<file path="src/rtl/core/assert_macros.svh">
// ============================================================================
// assert_macros.svh
// Assertion macros shared by the frame store RTL; empty under synthesis.
// ============================================================================
`ifndef ASSERT_MACROS_SVH
`define ASSERT_MACROS_SVH

`ifndef SYNTHESIS
// Checked outside reset only.
`define RFB_ASSERT(lbl, clk, rst_n, prop, msg) \
    lbl: assert property (@(posedge clk) disable iff (!rst_n) prop) else $error(msg);
// Checked at every edge, reset included.
`define RFB_ASSERT_ALWAYS(lbl, clk, prop, msg) \
    lbl: assert property (@(posedge clk) prop) else $error(msg);
`else
`define RFB_ASSERT(lbl, clk, rst_n, prop, msg)
`define RFB_ASSERT_ALWAYS(lbl, clk, prop, msg)
`endif

`endif

</file>
<file path="src/rtl/core/rfb_pkg.sv">
// ============================================================================
// rfb_pkg
// Types and constants of the RGB frame store and its drawing engine.
// ============================================================================
package rfb_pkg;

    localparam int COLOR_W    = 24;
    localparam int OPCODE_W   = 3;
    localparam int POS_W      = 8;
    localparam int SIZE_W     = 9;
    localparam int CFG_IDX_W  = 1;
    localparam int CFG_DATA_W = 9;
    // signed pixel coordinate; wide enough for any clipped edge and canvas size
    localparam int COORD_W    = 14;

    localparam logic [COLOR_W-1:0] WHITE = 24'hFFFFFF;

    localparam logic [CFG_IDX_W-1:0] REG_CANVAS_WIDTH  = 1'b0;
    localparam logic [CFG_IDX_W-1:0] REG_CANVAS_HEIGHT = 1'b1;

    localparam logic [SIZE_W-1:0] CANVAS_RESET = 9'd256;

    typedef enum logic [OPCODE_W-1:0] {
        OP_CLEAR   = 3'd0,
        OP_POINT   = 3'd1,
        OP_READ    = 3'd2,
        OP_OUTLINE = 3'd3,
        OP_FILL    = 3'd4
    } op_t;

    typedef logic signed [COORD_W-1:0] coord_t;

    // one pixel access from the sequencer to the pixel unit and the store
    typedef struct packed {
        logic               wr;
        logic               rd;
        coord_t             x;
        coord_t             y;
        logic [COLOR_W-1:0] color;
    } pix_req_t;

endpackage

</file>
<file path="src/rtl/core/rfb_pix.sv">
// ============================================================================
// rfb_pix
// Shared pixel unit: clip a coordinate to the canvas and form the address.
// ============================================================================
module rfb_pix
    import rfb_pkg::*;
#(
    parameter int XW = 8,
    parameter int YW = 8
) (
    input  pix_req_t         req,
    input  coord_t           eff_w,
    input  coord_t           eff_h,
    output logic             hit,
    output logic             we,
    output logic [XW+YW-1:0] addr
);

    coord_t row;

    // rows are stored bottom-up
    assign row  = eff_h - req.y - coord_t'(1);
    assign hit  = (req.x >= 0) && (req.x < eff_w) && (req.y >= 0) && (req.y < eff_h);
    assign we   = req.wr && hit;
    assign addr = {row[YW-1:0], req.x[XW-1:0]};

endmodule

</file>
<file path="config.mk">
export PLATFORM = sky130hd
export DESIGN_NAME = rfb_pix
export DESIGN_NICKNAME = d
export VERILOG_FILES = /design/src/rtl/core/assert_macros.svh /design/src/rtl/core/rfb_pkg.sv /design/src/rtl/core/rfb_pix.sv
export SDC_FILE = /design/constraint.sdc
export NUM_CORES = 1
export LEC_CHECK = 0
export CAP_MARGIN = 20
export CELL_PAD_IN_SITES_DETAIL_PLACEMENT = 0
export CELL_PAD_IN_SITES_GLOBAL_PLACEMENT = 1
export CORE_MARGIN = 5
export CORE_UTILIZATION = 43
export DETAILED_ROUTE_END_ITERATION = 10
export DONT_BUFFER_PORTS = 1
export PLACE_DENSITY = 0.92
export SYNTH_ARGS = -nofsm -noshare
export SYNTH_HDL_FRONTEND = slang
export SYNTH_SLANG_ARGS = --single-unit
</file>
<file path="constraint.sdc">
create_clock -name vclk -period 3.3
set_input_delay 0.825 -clock vclk [all_inputs]
set_output_delay 0.825 -clock vclk [all_outputs]
set_load 0.02 [all_outputs]
</file>
==> impl_metrics.ini <==
[power]
p_seq_share_pct = 0
clock_power_share_pct = 0
ir_drop_uv = 82.9
total_power_mw = 0.148
p_leak_nw = 0.603
power.density_mw_per_mm2 = 144
comb_power_share_pct = 100.0
internal_power_mw = 0.0578
swShare_pct = 61.1
switchingPower_mw = 0.0907

[job]
drv_cap = 0

[grt]
grt_pass1_vias = 878
grt_use_total_pct = 11.5
grt_max_degree = 7
grt_first_pass_wirelength_um = 3370
grt_antenna_before_repair = 0
grt-ovfl-total = 0

[routing]
first_iter_violations = 18
first_pass_iters = 4
final_antenna_net_count = 0
wl_per_cell_um = 12.9
via_count = 915
routed_wl_um = 2190
viasPerCell = 5.38
route.detailed.drc = 0

[timing]
finalMaxSlewViolations = 0
rsz0062_at_grt = false
hold_viol_final = 0
relSlewSlack_pct = 64.6
tns_ns = 0
fin_crit_ns = 3.18
fin_crit_sh_pct = 96.2
fmax_ghz = 0.315
hold_slack_ns = 1.65
setup_viol = 0
tightest_slew_ns = 0.527

[clock_network]
hold_buffers = 0
cts_setup_buffers = 0

[die]
io_pins = 100
rows = 17
die_area_mm2 = 0.00346
initial_core_util_pct = 45.9
coreArea_mm2 = 0.00223
die_h_um = 58.8
die_w_um = 58.8

[yosys]
syn_area_per_cell_um2 = 6.92
ys_seq_area_share_pct = 0
yosys_warnings = 0
synth_cell_types = 30
synth_most_common_cell = inv_1
synthTopCellsByArea = ha_1 (39%), inv_1 (16%), buf_4 (5.9%), o21ai_0 (3.9%), a21oi_1 (3.4%)
syn_nets = 263
synth.top_cell.area_share_pct = 39.1
synthCells = 148
synth_top_family_by_area = adder cells
synthSimpleGateAreaFrac_pct = 13.6
synth_compound_area_share_pct = 20.4
syn-cell-area_mm2 = 0.00102
synth_adder_area_share_pct = 41.0
post_synth_xor_area_fraction_pct = 3.42
synth.largest_area_cell = ha_1
synthMuxAreaShare_pct = 0
yosys-top-cells-count = inv_1 (43), ha_1 (32), buf_4 (8), o21ai_0 (8)

[placement]
gp_congestion = 0.778
dp_hpwl_um = 2110
place.port_buffers = 0
place_inst = 170

[final_layout]
seq_cells = 0
n_antenna_cell = 0
layout.nets = 259
fin_cells = 170
regArea_um2 = 0
drive_above_1_share_pct = 4.93
num-clock-buffers = 0
syn2layout_area_growth_pct = 0.367

[hold_path]
hold_class = input port to output pin
min_path_cells = 0

[worst_setup_path]
crit_required_ns = 2.47
cp-end-kind = output pin
crit_fanout = 3
crit_type = input port to output pin
cp-start-kind = input port
critical_path.slowest_cell = fa_2
cp.arrival_ns = 2.35
slowest_delay_ns = 0.37
crit_chain = inv_1 > ha_1 > inv_1 > fa_2 > a211oi_2 > o21bai_1 > a21oi_1 > o31ai_1 > nor3_2 > buf_4
path_common_cell = inv_1

[outcome]
status = finished, final reports clean
## logic make-up after synthesis
family                     count (synthesis)
adders and majority gates                 33
buffers and inverters                     51
and+or+nand+nor                           28
AOI/OAI and AO/OA                         32
xor gates and xnor gates                   4
## layout by cell type (no fill, tap or decap), types with 2 or more instances in the layout
cell type / Yosys / layout
a21oi_1: 7 / 7
o21bai_1: 2 / 2
xnor2_1: 3 / 3
nand2_1: 6 / 6
inv_1: 43 / 43
o211ai_1: 3 / 3
nand4_1: 2 / 2
nand2b_1: 2 / 2
nand3_1: 4 / 4
o21ai_0: 8 / 8
nor2_1: 7 / 7
ha_1: 32 / 32
a221oi_1: 2 / 2
a211oi_1: 3 / 2
buf_4: 8 / 2
## metrics by stage
step	utilization [%]	area [um2]	worst slack (ns)
6_report	46.1	1030	0.125
5_1_grt	46.1	1030	0.00769
4_1_cts	45.7	1020	-0.0149
3_5_place_dp	45.7	1020	-0.00137
3_3_place_gp	45.7	1020	-0.000318
2_1_floorplan	-	1030	0.120
## path summary, 6_finish.rpt
kind                     from      end  slack, ns
worst max-delay path  req[24]       we       0.12
worst min-delay path  req[42]  addr[4]       1.65
## power groups by stage
stage	clock network, mW	registers (mW)	logic, mW
3_3_place_gp	0	0	0.142
6_report	0	0	0.148
4_1_cts	0	0	0.149
3_5_place_dp	0	0	0.148
2_1_floorplan	0	0	0.138
5_1_grt	0	0	0.170
## worst max-delay path, delay by kind of cell
family	cells	cell delay, ns
buffers and inverters	3	0.24
AOI/OAI and AO/OA	4	0.59
adders and majority gates	2	0.53
and+or+nand+nor	1	0.16
## timing repair
action / 4_1_cts / 5_1_grt
gates resized for setup: 0 / 3
pin swaps: 0 / 3
endpoints found under the setup margin: 1 / 3
## area by class of cell
type / count / area [um2]
Tap cell: 28 / 35.0
Multi-Input combinational cell: 97 / 817
Inverter: 43 / 161
Timing Repair Buffer: 2 / 15.0
Fill cell: 246 / 1200
## layer usage
metal	up-vias	global-route usage [%]	routed length, um
met1	401	12.3	835
li1	474	-	-
met5	-	0	0
met2	40	24.4	1160
met3	0	1.75	192
met4	0	0	0
(Power assumes the default switching activity.)
